## src/design/bcss_pkg.sv

```systemverilog
// ----------------------------------------------------------------------------
// bcss_pkg
// Shared types, codes and constants of the breath cycle servo sequencer.
// ----------------------------------------------------------------------------
`default_nettype none

package bcss_pkg;

  // Default full-scale count of the ADC readings
  localparam int unsigned ADC_FULL_SCALE_DEF = 4096;

  // Numerator of the breath period, in ms per minute
  localparam logic [15:0] PERIOD_BASE = 16'd60000;

  // Largest angle the servo accepts
  localparam logic [7:0] ANGLE_LIMIT = 8'd180;

  // Result kinds
  typedef enum logic [1:0] {
    KIND_STATUS = 2'd0,
    KIND_SERVO  = 2'd1,
    KIND_IDLE   = 2'd2,
    KIND_ERROR  = 2'd3
  } kind_t;

  // Input operations
  typedef enum logic [1:0] {
    OP_BUTTON  = 2'd0,
    OP_START   = 2'd1,
    OP_ADVANCE = 2'd2
  } op_t;

  // Register indexes of the configuration port
  typedef enum logic [2:0] {
    REG_PRESSURE_MAX    = 3'd0,
    REG_PRESSURE_MIN    = 3'd1,
    REG_RATE_MAX        = 3'd2,
    REG_RATE_MIN        = 3'd3,
    REG_SWEEP_ANGLE_MAX = 3'd4,
    REG_SWEEP_ANGLE_MIN = 3'd5
  } reg_idx_t;

  // Sequencer states
  typedef enum logic [2:0] {
    S_IDLE,
    S_EXEC,
    S_LAUNCH,
    S_WAIT,
    S_POST,
    S_RESULT
  } seq_state_t;

  // Which division the shared divider is working on
  typedef enum logic [3:0] {
    D_PDIV,
    D_RDIV,
    D_STEP,
    D_PV,
    D_RQ,
    D_PER,
    D_TI,
    D_DUP,
    D_DDN
  } div_sel_t;

  // Configuration register contents
  typedef struct packed {
    logic [11:0] pressure_max;
    logic [11:0] pressure_min;
    logic [11:0] rate_max;
    logic [11:0] rate_min;
    logic [7:0]  sweep_angle_max;
    logic [7:0]  sweep_angle_min;
  } cfg_t;

  // One result item
  typedef struct packed {
    kind_t       kind;
    logic [1:0]  mode;
    logic [7:0]  servo_angle;
    logic [15:0] dwell_ms;
    logic        last_step;
    logic [12:0] pressure_level;
    logic [12:0] rate_bpm;
    logic [15:0] period_ms;
    logic [2:0]  exhale_ratio;
  } res_t;

  // Divider width: room for the full-scale count and for the period base
  function automatic int unsigned div_width(input int unsigned afs);
    int unsigned w;
    w = $clog2(afs + 1);
    return (w > 16) ? w : 16;
  endfunction

endpackage

`default_nettype wire

```

## src/design/bcss_div.sv

```systemverilog
// ----------------------------------------------------------------------------
// bcss_div
// Shared restoring divider, one quotient bit per cycle.
// ----------------------------------------------------------------------------
`default_nettype none

module bcss_div #(
  parameter int unsigned W = 16
) (
  input  logic         clk,
  input  logic         rst_n,
  input  logic         start,
  input  logic [W-1:0] dividend,
  input  logic [W-1:0] divisor,
  output logic         done,
  output logic [W-1:0] quotient
);

  localparam int unsigned CNT_W = $clog2(W + 1);

  logic             busy_r, busy_nxt;
  logic             done_r, done_nxt;
  logic [CNT_W-1:0] cnt_r, cnt_nxt;
  logic [W-1:0]     quo_r, quo_nxt;
  logic [W-1:0]     rem_r, rem_nxt;
  logic [W-1:0]     dvs_r, dvs_nxt;
  logic [W:0]       rem_sh;
  logic [W:0]       diff;

  // Trial subtract of the shifted remainder
  assign rem_sh = {rem_r, quo_r[W-1]};
  assign diff   = rem_sh - {1'b0, dvs_r};

  always_comb begin
    busy_nxt = busy_r;
    done_nxt = 1'b0;
    cnt_nxt  = cnt_r;
    quo_nxt  = quo_r;
    rem_nxt  = rem_r;
    dvs_nxt  = dvs_r;
    if (start) begin
      quo_nxt  = dividend;
      rem_nxt  = '0;
      dvs_nxt  = divisor;
      cnt_nxt  = CNT_W'(W);
      busy_nxt = 1'b1;
    end else if (busy_r) begin
      if (!diff[W]) begin
        rem_nxt = diff[W-1:0];
        quo_nxt = {quo_r[W-2:0], 1'b1};
      end else begin
        rem_nxt = rem_sh[W-1:0];
        quo_nxt = {quo_r[W-2:0], 1'b0};
      end
      cnt_nxt = cnt_r - CNT_W'(1);
      if (cnt_r == CNT_W'(1)) begin
        busy_nxt = 1'b0;
        done_nxt = 1'b1;
      end
    end
  end

  // Control flops
  always_ff @(posedge clk) begin
    if (!rst_n) begin
      busy_r <= 1'b0;
      done_r <= 1'b0;
    end else begin
      busy_r <= busy_nxt;
      done_r <= done_nxt;
    end
  end

  // Datapath flops
  always_ff @(posedge clk) begin
    cnt_r <= cnt_nxt;
    quo_r <= quo_nxt;
    rem_r <= rem_nxt;
    dvs_r <= dvs_nxt;
  end

  assign done     = done_r;
  assign quotient = quo_r;

endmodule

`default_nettype wire

```

## src/design/bcss_cfg.sv

```systemverilog
// ----------------------------------------------------------------------------
// bcss_cfg
// APB-style configuration registers: ranges of the readings and sweep angles.
// ----------------------------------------------------------------------------
`default_nettype none

module bcss_cfg (
  input  logic               clk,
  input  logic               rst_n,
  input  logic               psel,
  input  logic               penable,
  input  logic               pwrite,
  input  logic [4:0]         paddr,
  input  logic [31:0]        pwdata,
  output logic [31:0]        prdata,
  output logic               pready,
  output bcss_pkg::cfg_t     cfg_o
);

  import bcss_pkg::*;

  cfg_t       cfg_r, cfg_nxt;
  logic       wr_en;
  logic [2:0] reg_idx;

  assign wr_en   = psel & penable & pwrite;
  assign reg_idx = paddr[4:2];

  // Register write decode
  always_comb begin
    cfg_nxt = cfg_r;
    if (wr_en) begin
      unique case (reg_idx)
        REG_PRESSURE_MAX:    cfg_nxt.pressure_max    = pwdata[11:0];
        REG_PRESSURE_MIN:    cfg_nxt.pressure_min    = pwdata[11:0];
        REG_RATE_MAX:        cfg_nxt.rate_max        = pwdata[11:0];
        REG_RATE_MIN:        cfg_nxt.rate_min        = pwdata[11:0];
        REG_SWEEP_ANGLE_MAX: cfg_nxt.sweep_angle_max = pwdata[7:0];
        REG_SWEEP_ANGLE_MIN: cfg_nxt.sweep_angle_min = pwdata[7:0];
        default: ;
      endcase
    end
  end

  // Read mux
  always_comb begin
    unique case (reg_idx)
      REG_PRESSURE_MAX:    prdata = {20'd0, cfg_r.pressure_max};
      REG_PRESSURE_MIN:    prdata = {20'd0, cfg_r.pressure_min};
      REG_RATE_MAX:        prdata = {20'd0, cfg_r.rate_max};
      REG_RATE_MIN:        prdata = {20'd0, cfg_r.rate_min};
      REG_SWEEP_ANGLE_MAX: prdata = {24'd0, cfg_r.sweep_angle_max};
      REG_SWEEP_ANGLE_MIN: prdata = {24'd0, cfg_r.sweep_angle_min};
      default:             prdata = '0;
    endcase
  end

  always_ff @(posedge clk) begin
    if (!rst_n) begin
      cfg_r.pressure_max    <= 12'd60;
      cfg_r.pressure_min    <= 12'd15;
      cfg_r.rate_max        <= 12'd40;
      cfg_r.rate_min        <= 12'd12;
      cfg_r.sweep_angle_max <= 8'd180;
      cfg_r.sweep_angle_min <= 8'd0;
    end else begin
      cfg_r <= cfg_nxt;
    end
  end

  assign pready = 1'b1;
  assign cfg_o  = cfg_r;

endmodule

`default_nettype wire

```

## src/design/bcss_core.sv

```systemverilog
// ----------------------------------------------------------------------------
// bcss_core
// Sequencer: mode, sweep state and the chain of divisions of a start item.
// ----------------------------------------------------------------------------
`default_nettype none

module bcss_core #(
  parameter int unsigned ADC_FULL_SCALE = bcss_pkg::ADC_FULL_SCALE_DEF,
  parameter int unsigned DIV_W          = 16
) (
  input  logic                 clk,
  input  logic                 rst_n,
  input  logic                 in_valid,
  output logic                 in_ready,
  input  logic [1:0]           in_operation,
  input  logic [11:0]          in_adc_pressure,
  input  logic [11:0]          in_adc_rate,
  input  bcss_pkg::cfg_t       cfg_i,
  output logic                 div_start,
  output logic [DIV_W-1:0]     div_dividend,
  output logic [DIV_W-1:0]     div_divisor,
  input  logic                 div_done,
  input  logic [DIV_W-1:0]     div_quotient,
  output logic                 res_valid,
  input  logic                 res_take,
  output bcss_pkg::res_t       res_o
);

  import bcss_pkg::*;

  seq_state_t  state_r, state_nxt;
  div_sel_t    dsel_r, dsel_nxt;

  // Latched item
  logic [1:0]  op_r, op_nxt;
  logic [11:0] adcp_r, adcp_nxt;
  logic [11:0] adcr_r, adcr_nxt;

  // Architectural state
  logic [1:0]  mode_r, mode_nxt;
  logic [2:0]  exh_r, exh_nxt;
  logic        active_r, active_nxt;
  logic        down_r, down_nxt;
  logic [8:0]  cur_r, cur_nxt;
  logic [8:0]  top_r, top_nxt;
  logic [8:0]  step_r, step_nxt;
  logic [15:0] dwu_r, dwu_nxt;
  logic [15:0] dwd_r, dwd_nxt;

  // Start intermediates
  logic [DIV_W-1:0] pdiv_r, pdiv_nxt;
  logic [DIV_W-1:0] rdiv_r, rdiv_nxt;
  logic [7:0]  stp_r, stp_nxt;
  logic [11:0] pv_r, pv_nxt;
  logic [12:0] rv_r, rv_nxt;
  logic [15:0] per_r, per_nxt;
  logic [15:0] ti_r, ti_nxt;
  logic [15:0] te_r, te_nxt;
  logic [7:0]  topc_r, topc_nxt;

  // Result fields
  kind_t       rk_r, rk_nxt;
  logic [7:0]  rang_r, rang_nxt;
  logic [15:0] rdw_r, rdw_nxt;
  logic        rlast_r, rlast_nxt;
  logic [12:0] rpl_r, rpl_nxt;
  logic [12:0] rrb_r, rrb_nxt;
  logic [15:0] rper_r, rper_nxt;

  // Derived conditions
  logic [11:0] dp, dr;
  logic [7:0]  da;
  logic        range_bad, zero_bad, rv_zero, top_low, up_turn, last_dn;
  logic [19:0] top_prod;
  logic [2:0]  e_val;
  logic [7:0]  ang_clamp;

  assign dp        = cfg_i.pressure_max - cfg_i.pressure_min;
  assign dr        = cfg_i.rate_max - cfg_i.rate_min;
  assign da        = cfg_i.sweep_angle_max - cfg_i.sweep_angle_min;
  assign range_bad = (cfg_i.pressure_max <= cfg_i.pressure_min) ||
                     (cfg_i.rate_max <= cfg_i.rate_min) ||
                     (cfg_i.sweep_angle_max < cfg_i.sweep_angle_min);
  assign zero_bad  = (pdiv_r == '0) || (rdiv_r == '0) || (stp_r == 8'd0);
  assign rv_zero   = (rv_r == 13'd0);
  assign top_low   = (topc_r < cfg_i.sweep_angle_min);
  assign up_turn   = ({1'b0, cur_r} + {1'b0, step_r}) > {1'b0, top_r};
  assign last_dn   = {1'b0, cur_r} < ({2'b0, cfg_i.sweep_angle_min} + {1'b0, step_r});
  assign top_prod  = pv_r * stp_r;
  assign e_val     = {1'b0, mode_r} + 3'd1;
  assign ang_clamp = (cur_r > {1'b0, ANGLE_LIMIT}) ? ANGLE_LIMIT : cur_r[7:0];

  // Divider operand select
  always_comb begin
    unique case (dsel_r)
      D_PDIV: begin
        div_dividend = DIV_W'(ADC_FULL_SCALE);
        div_divisor  = DIV_W'(dp);
      end
      D_RDIV: begin
        div_dividend = DIV_W'(ADC_FULL_SCALE);
        div_divisor  = DIV_W'(dr);
      end
      D_STEP: begin
        div_dividend = DIV_W'(da);
        div_divisor  = DIV_W'(dp);
      end
      D_PV: begin
        div_dividend = DIV_W'(adcp_r);
        div_divisor  = pdiv_r;
      end
      D_RQ: begin
        div_dividend = DIV_W'(adcr_r);
        div_divisor  = rdiv_r;
      end
      D_PER: begin
        div_dividend = DIV_W'(PERIOD_BASE);
        div_divisor  = DIV_W'(rv_r);
      end
      D_TI: begin
        div_dividend = DIV_W'(per_r);
        div_divisor  = DIV_W'(e_val + 3'd1);
      end
      D_DUP: begin
        div_dividend = DIV_W'(ti_r);
        div_divisor  = DIV_W'(pv_r);
      end
      D_DDN: begin
        div_dividend = DIV_W'(te_r);
        div_divisor  = DIV_W'(pv_r);
      end
      default: begin
        div_dividend = '0;
        div_divisor  = '0;
      end
    endcase
  end

  // Next state
  always_comb begin
    state_nxt = state_r;
    unique case (state_r)
      S_IDLE:   if (in_valid) state_nxt = S_EXEC;
      S_EXEC: begin
        if ((op_r == OP_START) && !range_bad) state_nxt = S_LAUNCH;
        else                                  state_nxt = S_RESULT;
      end
      S_LAUNCH: state_nxt = S_WAIT;
      S_WAIT:   if (div_done) state_nxt = S_POST;
      S_POST: begin
        unique case (dsel_r)
          D_STEP:  state_nxt = zero_bad ? S_RESULT : S_LAUNCH;
          D_RQ:    state_nxt = rv_zero ? S_RESULT : S_LAUNCH;
          D_PER:   state_nxt = (mode_r == 2'd0) ? S_RESULT : S_LAUNCH;
          D_TI:    state_nxt = top_low ? S_RESULT : S_LAUNCH;
          D_DDN:   state_nxt = S_RESULT;
          default: state_nxt = S_LAUNCH;
        endcase
      end
      S_RESULT: if (res_take) state_nxt = S_IDLE;
      default:  state_nxt = S_IDLE;
    endcase
  end

  // Datapath and outputs
  always_comb begin
    logic [1:0] mode_inc;
    mode_inc   = mode_r + 2'd1;
    dsel_nxt   = dsel_r;
    op_nxt     = op_r;
    adcp_nxt   = adcp_r;
    adcr_nxt   = adcr_r;
    mode_nxt   = mode_r;
    exh_nxt    = exh_r;
    active_nxt = active_r;
    down_nxt   = down_r;
    cur_nxt    = cur_r;
    top_nxt    = top_r;
    step_nxt   = step_r;
    dwu_nxt    = dwu_r;
    dwd_nxt    = dwd_r;
    pdiv_nxt   = pdiv_r;
    rdiv_nxt   = rdiv_r;
    stp_nxt    = stp_r;
    pv_nxt     = pv_r;
    rv_nxt     = rv_r;
    per_nxt    = per_r;
    ti_nxt     = ti_r;
    te_nxt     = te_r;
    topc_nxt   = topc_r;
    rk_nxt     = rk_r;
    rang_nxt   = rang_r;
    rdw_nxt    = rdw_r;
    rlast_nxt  = rlast_r;
    rpl_nxt    = rpl_r;
    rrb_nxt    = rrb_r;
    rper_nxt   = rper_r;
    div_start  = 1'b0;

    unique case (state_r)
      // Take the item
      S_IDLE: begin
        if (in_valid) begin
          op_nxt   = in_operation;
          adcp_nxt = in_adc_pressure;
          adcr_nxt = in_adc_rate;
        end
      end

      // Button, advance and unused codes, and the range check of a start
      S_EXEC: begin
        rk_nxt    = KIND_STATUS;
        rang_nxt  = 8'd0;
        rdw_nxt   = 16'd0;
        rlast_nxt = 1'b0;
        rpl_nxt   = 13'd0;
        rrb_nxt   = 13'd0;
        rper_nxt  = 16'd0;
        unique case (op_r)
          OP_BUTTON: begin
            mode_nxt = mode_inc;
            if (mode_inc != 2'd0) exh_nxt = {1'b0, mode_inc} + 3'd1;
          end
          OP_START: begin
            active_nxt = 1'b0;
            dsel_nxt   = D_PDIV;
            if (range_bad) rk_nxt = KIND_ERROR;
          end
          OP_ADVANCE: begin
            if (!active_r) begin
              rk_nxt = KIND_IDLE;
            end else begin
              rk_nxt   = KIND_SERVO;
              rang_nxt = ang_clamp;
              if (!down_r) begin
                rdw_nxt = dwu_r;
                if (up_turn) begin
                  down_nxt = 1'b1;
                  cur_nxt  = top_r;
                end else begin
                  cur_nxt = cur_r + step_r;
                end
              end else begin
                rdw_nxt = dwd_r;
                if (last_dn) begin
                  rlast_nxt  = 1'b1;
                  active_nxt = 1'b0;
                  down_nxt   = 1'b0;
                end else begin
                  cur_nxt = cur_r - step_r;
                end
              end
            end
          end
          default: rk_nxt = KIND_IDLE;
        endcase
      end

      S_LAUNCH: div_start = 1'b1;

      // Capture the quotient
      S_WAIT: begin
        if (div_done) begin
          unique case (dsel_r)
            D_PDIV: pdiv_nxt = div_quotient;
            D_RDIV: rdiv_nxt = div_quotient;
            D_STEP: stp_nxt  = div_quotient[7:0];
            D_PV:   pv_nxt   = (div_quotient[11:0] == 12'd0) ? 12'd1 : div_quotient[11:0];
            D_RQ:   rv_nxt   = {1'b0, div_quotient[11:0]} + {1'b0, cfg_i.rate_min};
            D_PER:  per_nxt  = div_quotient[15:0];
            D_TI:   ti_nxt   = div_quotient[15:0];
            D_DUP:  dwu_nxt  = div_quotient[15:0];
            D_DDN:  dwd_nxt  = div_quotient[15:0];
            default: ;
          endcase
        end
      end

      // Checks between divisions, pick the next one
      S_POST: begin
        unique case (dsel_r)
          D_PDIV: dsel_nxt = D_RDIV;
          D_RDIV: dsel_nxt = D_STEP;
          D_STEP: begin
            if (zero_bad) rk_nxt = KIND_ERROR;
            else          dsel_nxt = D_PV;
          end
          D_PV:   dsel_nxt = D_RQ;
          D_RQ: begin
            if (rv_zero) begin
              rk_nxt = KIND_ERROR;
            end else begin
              topc_nxt = (top_prod > {12'd0, cfg_i.sweep_angle_max}) ?
                         cfg_i.sweep_angle_max : top_prod[7:0];
              dsel_nxt = D_PER;
            end
          end
          D_PER: begin
            rpl_nxt  = {1'b0, pv_r} + {1'b0, cfg_i.pressure_min};
            rrb_nxt  = rv_r;
            rper_nxt = per_r;
            if (mode_r != 2'd0) begin
              exh_nxt  = e_val;
              dsel_nxt = D_TI;
            end
          end
          D_TI: begin
            te_nxt = 16'(ti_r * e_val);
            if (!top_low) dsel_nxt = D_DUP;
          end
          D_DUP: dsel_nxt = D_DDN;
          D_DDN: begin
            // Arm the sweep
            top_nxt    = {1'b0, topc_r};
            step_nxt   = {1'b0, stp_r};
            cur_nxt    = {1'b0, cfg_i.sweep_angle_min};
            down_nxt   = 1'b0;
            active_nxt = 1'b1;
          end
          default: ;
        endcase
      end

      S_RESULT: ;
      default: ;
    endcase
  end

  // Control and architectural state
  always_ff @(posedge clk) begin
    if (!rst_n) begin
      state_r  <= S_IDLE;
      dsel_r   <= D_PDIV;
      mode_r   <= 2'd0;
      exh_r    <= 3'd2;
      active_r <= 1'b0;
      down_r   <= 1'b0;
      cur_r    <= 9'd0;
      top_r    <= 9'd0;
      step_r   <= 9'd0;
      dwu_r    <= 16'd0;
      dwd_r    <= 16'd0;
    end else begin
      state_r  <= state_nxt;
      dsel_r   <= dsel_nxt;
      mode_r   <= mode_nxt;
      exh_r    <= exh_nxt;
      active_r <= active_nxt;
      down_r   <= down_nxt;
      cur_r    <= cur_nxt;
      top_r    <= top_nxt;
      step_r   <= step_nxt;
      dwu_r    <= dwu_nxt;
      dwd_r    <= dwd_nxt;
    end
  end

  // Payload flops
  always_ff @(posedge clk) begin
    op_r    <= op_nxt;
    adcp_r  <= adcp_nxt;
    adcr_r  <= adcr_nxt;
    pdiv_r  <= pdiv_nxt;
    rdiv_r  <= rdiv_nxt;
    stp_r   <= stp_nxt;
    pv_r    <= pv_nxt;
    rv_r    <= rv_nxt;
    per_r   <= per_nxt;
    ti_r    <= ti_nxt;
    te_r    <= te_nxt;
    topc_r  <= topc_nxt;
    rk_r    <= rk_nxt;
    rang_r  <= rang_nxt;
    rdw_r   <= rdw_nxt;
    rlast_r <= rlast_nxt;
    rpl_r   <= rpl_nxt;
    rrb_r   <= rrb_nxt;
    rper_r  <= rper_nxt;
  end

  assign in_ready  = (state_r == S_IDLE);
  assign res_valid = (state_r == S_RESULT);

  always_comb begin
    res_o.kind           = rk_r;
    res_o.mode           = mode_r;
    res_o.servo_angle    = rang_r;
    res_o.dwell_ms       = rdw_r;
    res_o.last_step      = rlast_r;
    res_o.pressure_level = rpl_r;
    res_o.rate_bpm       = rrb_r;
    res_o.period_ms      = rper_r;
    res_o.exhale_ratio   = exh_r;
  end

endmodule

`default_nettype wire

```

## src/design/breath_cycle_servo_sequencer.sv

```systemverilog
// ----------------------------------------------------------------------------
// Breath cycle servo sequencer
// Usage:
//   Input channel (in_valid/in_ready) takes one item: operation plus two
//   12-bit readings. Result channel (out_valid/out_ready) gives exactly one
//   item back per input item, in order. The APB-style port (psel, penable,
//   pwrite, paddr, pwdata, prdata, pready) holds six range registers at
//   byte addresses 0, 4, ... 20; write them only while the block is idle.
//   Button, advance and unused codes: the sequencer passes through its
//   execute and result states; the next item is taken after the result
//   moves to the output register. Start: up to nine divisions on one
//   shared bit-serial divider (DIV_W = 16 at the default full scale),
//   each launched, waited on and checked in turn; fewer when a check
//   ends it early.
//   One item at a time: in_ready is high only while the sequencer is idle.
//   The finished result waits in the output register; a new item is taken
//   meanwhile, and its own result holds in the sequencer until out_ready.
//   Reset (rst_n low, synchronous) restores register defaults, mode off,
//   exhale ratio 2 and no sweep; no clearing pass is needed.
// ----------------------------------------------------------------------------
`default_nettype none

module breath_cycle_servo_sequencer #(
  parameter int unsigned ADC_FULL_SCALE = bcss_pkg::ADC_FULL_SCALE_DEF
) (
  input  logic        clk,
  input  logic        rst_n,
  // Input channel
  input  logic        in_valid,
  output logic        in_ready,
  input  logic [1:0]  in_operation,
  input  logic [11:0] in_adc_pressure,
  input  logic [11:0] in_adc_rate,
  // Result channel
  output logic        out_valid,
  input  logic        out_ready,
  output logic [1:0]  out_kind,
  output logic [1:0]  out_mode,
  output logic [7:0]  out_servo_angle,
  output logic [15:0] out_dwell_ms,
  output logic        out_last_step,
  output logic [12:0] out_pressure_level,
  output logic [12:0] out_rate_bpm,
  output logic [15:0] out_period_ms,
  output logic [2:0]  out_exhale_ratio,
  // Configuration port
  input  logic        psel,
  input  logic        penable,
  input  logic        pwrite,
  input  logic [4:0]  paddr,
  input  logic [31:0] pwdata,
  output logic [31:0] prdata,
  output logic        pready
);

  import bcss_pkg::*;

  localparam int unsigned DIV_W = div_width(ADC_FULL_SCALE);

  cfg_t             cfg;
  res_t             res;
  logic             res_valid;
  logic             res_take;
  logic             div_start;
  logic             div_done;
  logic [DIV_W-1:0] div_dividend;
  logic [DIV_W-1:0] div_divisor;
  logic [DIV_W-1:0] div_quotient;

  logic             out_valid_r, out_valid_nxt;
  res_t             out_r;

  bcss_cfg u_cfg (
    .clk     (clk),
    .rst_n   (rst_n),
    .psel    (psel),
    .penable (penable),
    .pwrite  (pwrite),
    .paddr   (paddr),
    .pwdata  (pwdata),
    .prdata  (prdata),
    .pready  (pready),
    .cfg_o   (cfg)
  );

  bcss_div #(
    .W (DIV_W)
  ) u_div (
    .clk      (clk),
    .rst_n    (rst_n),
    .start    (div_start),
    .dividend (div_dividend),
    .divisor  (div_divisor),
    .done     (div_done),
    .quotient (div_quotient)
  );

  bcss_core #(
    .ADC_FULL_SCALE (ADC_FULL_SCALE),
    .DIV_W          (DIV_W)
  ) u_core (
    .clk             (clk),
    .rst_n           (rst_n),
    .in_valid        (in_valid),
    .in_ready        (in_ready),
    .in_operation    (in_operation),
    .in_adc_pressure (in_adc_pressure),
    .in_adc_rate     (in_adc_rate),
    .cfg_i           (cfg),
    .div_start       (div_start),
    .div_dividend    (div_dividend),
    .div_divisor     (div_divisor),
    .div_done        (div_done),
    .div_quotient    (div_quotient),
    .res_valid       (res_valid),
    .res_take        (res_take),
    .res_o           (res)
  );

  // Output register: loads when empty or being drained
  assign res_take = !out_valid_r || out_ready;

  always_comb begin
    out_valid_nxt = out_valid_r;
    if (res_valid && res_take) out_valid_nxt = 1'b1;
    else if (out_ready)        out_valid_nxt = 1'b0;
  end

  always_ff @(posedge clk) begin
    if (!rst_n) out_valid_r <= 1'b0;
    else        out_valid_r <= out_valid_nxt;
  end

  always_ff @(posedge clk) begin
    if (res_valid && res_take) out_r <= res;
  end

  assign out_valid          = out_valid_r;
  assign out_kind           = out_r.kind;
  assign out_mode           = out_r.mode;
  assign out_servo_angle    = out_r.servo_angle;
  assign out_dwell_ms       = out_r.dwell_ms;
  assign out_last_step      = out_r.last_step;
  assign out_pressure_level = out_r.pressure_level;
  assign out_rate_bpm       = out_r.rate_bpm;
  assign out_period_ms      = out_r.period_ms;
  assign out_exhale_ratio   = out_r.exhale_ratio;

`ifndef NO_ASSERTIONS
  // Sequencer goes busy once an item is taken
  a_busy_after_accept: assert property (@(posedge clk) disable iff (!rst_n)
    in_valid && in_ready |=> !in_ready)
    else $error("sequencer still ready after taking an item");

  // A finished result is held while the output register is full
  a_result_held: assert property (@(posedge clk) disable iff (!rst_n)
    res_valid && !res_take |=> res_valid)
    else $error("result dropped while output stalled");

  // Only servo writes carry an angle, dwell or last-step flag
  a_servo_fields: assert property (@(posedge clk) disable iff (!rst_n)
    out_valid && (out_kind != KIND_SERVO) |->
      (out_servo_angle == 8'd0) && (out_dwell_ms == 16'd0) && !out_last_step)
    else $error("servo fields set on a non-servo result");

  // No divider launch while a quotient is being handed back
  a_div_overlap: assert property (@(posedge clk) disable iff (!rst_n)
    div_done |-> !div_start)
    else $error("divider restarted while finishing");
`endif

endmodule

`default_nettype wire
```

## config.mk

```make
export PLATFORM = sky130hd
export DESIGN_NAME = breath_cycle_servo_sequencer
export DESIGN_NICKNAME = d
export VERILOG_FILES = /design/src/design/bcss_pkg.sv /design/src/design/bcss_div.sv /design/src/design/bcss_cfg.sv /design/src/design/bcss_core.sv /design/src/design/breath_cycle_servo_sequencer.sv
export SDC_FILE = /design/constraint.sdc
export NUM_CORES = 1
export LEC_CHECK = 0
export ABC_AREA = 1
export ABC_CLOCK_PERIOD_IN_PS = 4500
export BUFFER_PORTS_ARGS = -buffer_cell sky130_fd_sc_hd__buf_2
export CORE_ASPECT_RATIO = 0.7
export CORE_MARGIN = 2
export CORE_UTILIZATION = 38
export DETAILED_ROUTE_END_ITERATION = 16
export PLACE_DENSITY_LB_ADDON = 0.05
export SETUP_SLACK_MARGIN = 0.5
export SLEW_MARGIN = 20
export SYNTH_ARGS = -nofsm -noshare
export SYNTH_HDL_FRONTEND = slang
export SYNTH_SLANG_ARGS = --single-unit
```

## constraint.sdc

```tcl
create_clock -name clk -period 4.5 [get_ports clk]
set_clock_uncertainty 0.1 [all_clocks]
set_input_delay 0 -clock clk [delete_from_list [all_inputs] [get_ports clk]]
set_output_delay 0 -clock clk [all_outputs]
set_load 0.01 [all_outputs]
```

==> results.md <==
* Status: finished, violations left
* Failing checks: negative setup slack
* Layout cells sized above 1 at 13.30%
* Post-synthesis sequential area ratio at between 40% and 50%
* Max frequency at 198.5 MHz
* Mux cell area share after synthesis at 0%
* P_leak at 15.12 nW
* Port bufs at approximately 140
* Post-detail-place hpwl at approximately 74000 um
* Peak VDD IR at about 0.30 mV
* Number of global-route vias before repair at 22500
* Post-synthesis xor/xnor area fraction at 1.891%
* Unrepaired setup endpoints after global routing: true
* Tcrit/Tclk final at 111.9%
* Core Area at between 70000 and 80000 um^2
* Top cells by area, synth: edfxtp_1 (34%), dfxtp_1 (11%), nand2_1 (8.9%)
* Tot Pwr at 13.04 mW
* Top cell type's share of synthesized area at 34.23%
* Largest family of logic cells by synthesized area: simple AND/OR/NAND/NOR gates
* Min-Delay Path Class: in2reg
* Hold path depth at 6
* Synth Area in Adders at between 10% and 20%
* Largest net degree at the start of global routing at 79
* Placed cell area at 30790 um^2
* Max-cap violations at 0
* Worst Setup End Kind: flop
* Peak per-stage delay on the critical path at 0.53 ns
* Stages on worst setup path at 24
* Max Slew Vio Count at 0
* WP data required at 4.76 ns
* Endpoint arrival time on the critical path at around 5.3 ns
* Worst-Skew Late Latency at 0.62 ns
* Max reg flops at 64
* Fraction of registers with async set/reset at 0%
* Worst path bufs/invs at 4
* Multi-input gate area at about 13000 um^2
* Yosys top cell by area: edfxtp_1
* Cell family with most CP delay: adder cells
* Headroom to the max-slew limit at a little under 30%
* FP Rows at 83
* CP most frequent cell: nand2_2
* Final GP Congestion at slightly above 0.9
* Initial antenna violation count at 6
* Final hold vios at 0
* Final wirelength at around 95000 um
* FF+latch count, synth at between 400 and 500
* Simple logic cell fraction of the synthesized area at between 10% and 20%
* Post-synthesis cell area at between 20000 and 30000 um^2
* CP max stage cell: fa_1
* Starting density of the core at a little under 40%
* Layout area overhead at 18.64%
* Number of synthesized flops with an enable pin at between 300 and 400
* Post-Syn Area per Cell at approximately 8.7 um^2
* Nets at 3861
* Reg2Reg Depth at 24
* Vias per inst at ~5.2
* Die ar. at approximately 77000 um^2
* Fillers at slightly above 7000
* Bufs on Longest Clock Path at 3
* Critical path class: reg2reg
* Final Cell Area at approximately 34000 um^2
* Primary FF master, synth: edfxtp_1
* Reg clk slew, reported paths at about 0.06 ns
* Number of distinct library cells after synthesis at 56
* Pre-antenna DRT Iters at 5
* Global-route wire length before repair at 142500 um
* Final worst setup slack at -0.5376 ns
* Synth Area in Compound Gates at between 10 and 15%
* Num CTS Buffers at 51
* Crit path time final at a little over 5 ns
* Setup violations, final at 8
* Gr ovfl total at 0
* Clk sinks at approximately 480
* Synth Warn # at 0
* Ports at roughly 180
* H-tree depth at 2
* Residual DRC count at 0
* FF/Latch Area at 12850 um^2
* PwrDens at between 300 and 400 nW/um^2
* CTS Root Cell: clkbuf_16
* Worst-path cell chain: buf_6, nand2_2, inv_1, fa_1, fa_2, fa_1, inv_1, fa_1, inv_2, ha_4, nand2_2, nand2_2, nand2_1, nand2_2, a21oi_2, nand3b_1, nand2_4, nand2_4, nor2_4, nand4_1, nand2_4, nand2_8, nand2_1, nand2_1
* Die width at about 330 um
* Post-synthesis cell count at between 3000 and 4000
* Gr usage total at approximately a quarter
* Die Span Y at roughly 230 um
* DR iter-0 viols at ~2300
* Vias after detailed routing at approximately 24000
* Tightest Pin Transition at about 1.1 ns
* CTS tree: built
* Maximum fanout along the worst path at 8
* Pre-CTS setup slack at -0.5722 ns
* CP startpoint kind: flop
* Wirelength per Cell at between 20 and 25 um
* Antenna viol nets, final at 0
-- metrics by stage --
step / std cells / hold WS (ns) / TNS, ns / utilization, %
detailed placement: 4363 / 0.07833 / -4.497 / 41.93
global route: 4541 / 0.03293 / -5.639 / 45.64
finish: 4542 / 0.02959 / -4.237 / 45.65
floorplan: 3266 / -0.001131 / -0.8759 / -
CTS: 4537 / 0.006660 / -2.897 / 45.45
global placement: 4363 / 0.07798 / -3.842 / 41.92
-- worst register-to-register path, cell delays in order, from the launching register on --
cell and delay (ns):
edfxtp_1 0.49, buf_6 0.17, nand2_2 0.05, inv_1 0.05, fa_1 0.53, fa_2 0.46, fa_1 0.52, inv_1 0.05
fa_1 0.49, inv_2 0.05, ha_4 0.27, nand2_2 0.07, nand2_2 0.06, nand2_1 0.08, nand2_2 0.08, a21oi_2 0.20
nand3b_1 0.17, nand2_4 0.12, nand2_4 0.06, nor2_4 0.14, nand4_1 0.20, nand2_4 0.18, nand2_8 0.08, nand2_1 0.07
nand2_1 0.05
-- worst paths after layout --
kind,startpoint,end,slack (ns)
max reg2reg,u_core.pv_r[7],u_core.topc_r[7],-0.54
min,paddr[2],u_cfg.cfg_o[57],0.03
min reg2reg,u_core.rper_r[10],out_period_ms[10],0.32
max,u_core.pv_r[7],u_core.topc_r[7],-0.54
-- cells in the mapped netlist (4+ instances only) --
master,number
buf_4,21
xor2_1,40
o221ai_1,6
nand3b_1,8
nor3_1,22
clkbuf_1,96
a22oi_1,7
o21ai_0,196
nand2_2,5
nor4_1,6
nor2_1,244
buf_1,4
a21boi_0,4
o21a_1,4
o22ai_1,21
nand2_1,673
o21bai_1,8
a221oi_1,19
o2111ai_1,17
a21oi_1,265
fa_1,83
ha_1,187
a31oi_1,8
nand3_1,129
or2_2,4
nand4_1,32
nor2_2,5
clkinv_1,5
o211ai_1,30
edfxtp_1,322
buf_2,8
a21o_1,10
xnor2_1,21
and2_1,4
a22o_1,5
inv_1,527
inv_2,9
dfxtp_1,159
-- per-layer routing --
metal  GRT usage [%]  vias up  routed length [um]
met1           38.59    11460               47630
met5           2.110        -                 239
met2           35.05      810               38300
met3           5.211      109                7622
met4           4.545        4                1519
li1                -    11260                   -
-- where the power goes --
part | internal, mW | switching [mW]
combinational | 0.803 | 2.00
clock | 2.51 | 1.88
sequential | 5.52 | 0.325
total | 8.84 | 4.21
-- placed cells by master (no fill, tap or decap), types with 12 or more instances in the layout --
cell,Yosys,layout
nor3_1,22,20
o211ai_1,30,30
buf_4,21,121
conb_1,2,21
nor2_2,5,13
nand2_2,5,29
a221oi_1,19,19
edfxtp_1,322,322
nor2_1,244,226
nor2_4,2,12
dlygate4sd3_1,0,64
clkinv_2,0,12
nand4_1,32,32
o2111ai_1,17,16
a21oi_1,265,261
inv_2,9,21
buf_2,8,135
nand2_4,2,12
clkbuf_16,0,56
ha_1,187,176
nand3_1,129,128
inv_1,527,515
o21ai_0,196,195
xnor2_1,21,21
dfxtp_1,159,159
nand2_1,673,639
xor2_1,40,40
fa_1,83,81
o22ai_1,21,21
-- area by class of cell --
type,count,area share [%]
Tap cell,977,3.648
Clock inverter,28,0.7504
Clock buffer,68,4.435
Timing Repair Buffer,330,7.052
Multi-Input combinational cell,2116,39.70
Antenna cell,1,0.007467
Sequential cell,481,38.35
Inverter,541,6.059
-- kinds of logic after synthesis --
group | after synthesis
xor gates and xnor gates | 61
DFF | 481
adders and majority gates | 270
other | 2
buffers and inverters | 670
and+or+nand+nor | 1146
AOI/OAI and AO/OA | 617
-- repair_timing --
action / in CTS / in global routing
pin swaps: 19 / 37
hold endpoints to repair: 159 / 0
resized for setup: 24 / 40
cloned: 1 / 0
endpoints found under the setup margin: 14 / 14
hold buffers: 64 / 0
setup buffers: 13 / 4
Power figures use the tool's default switching activity.
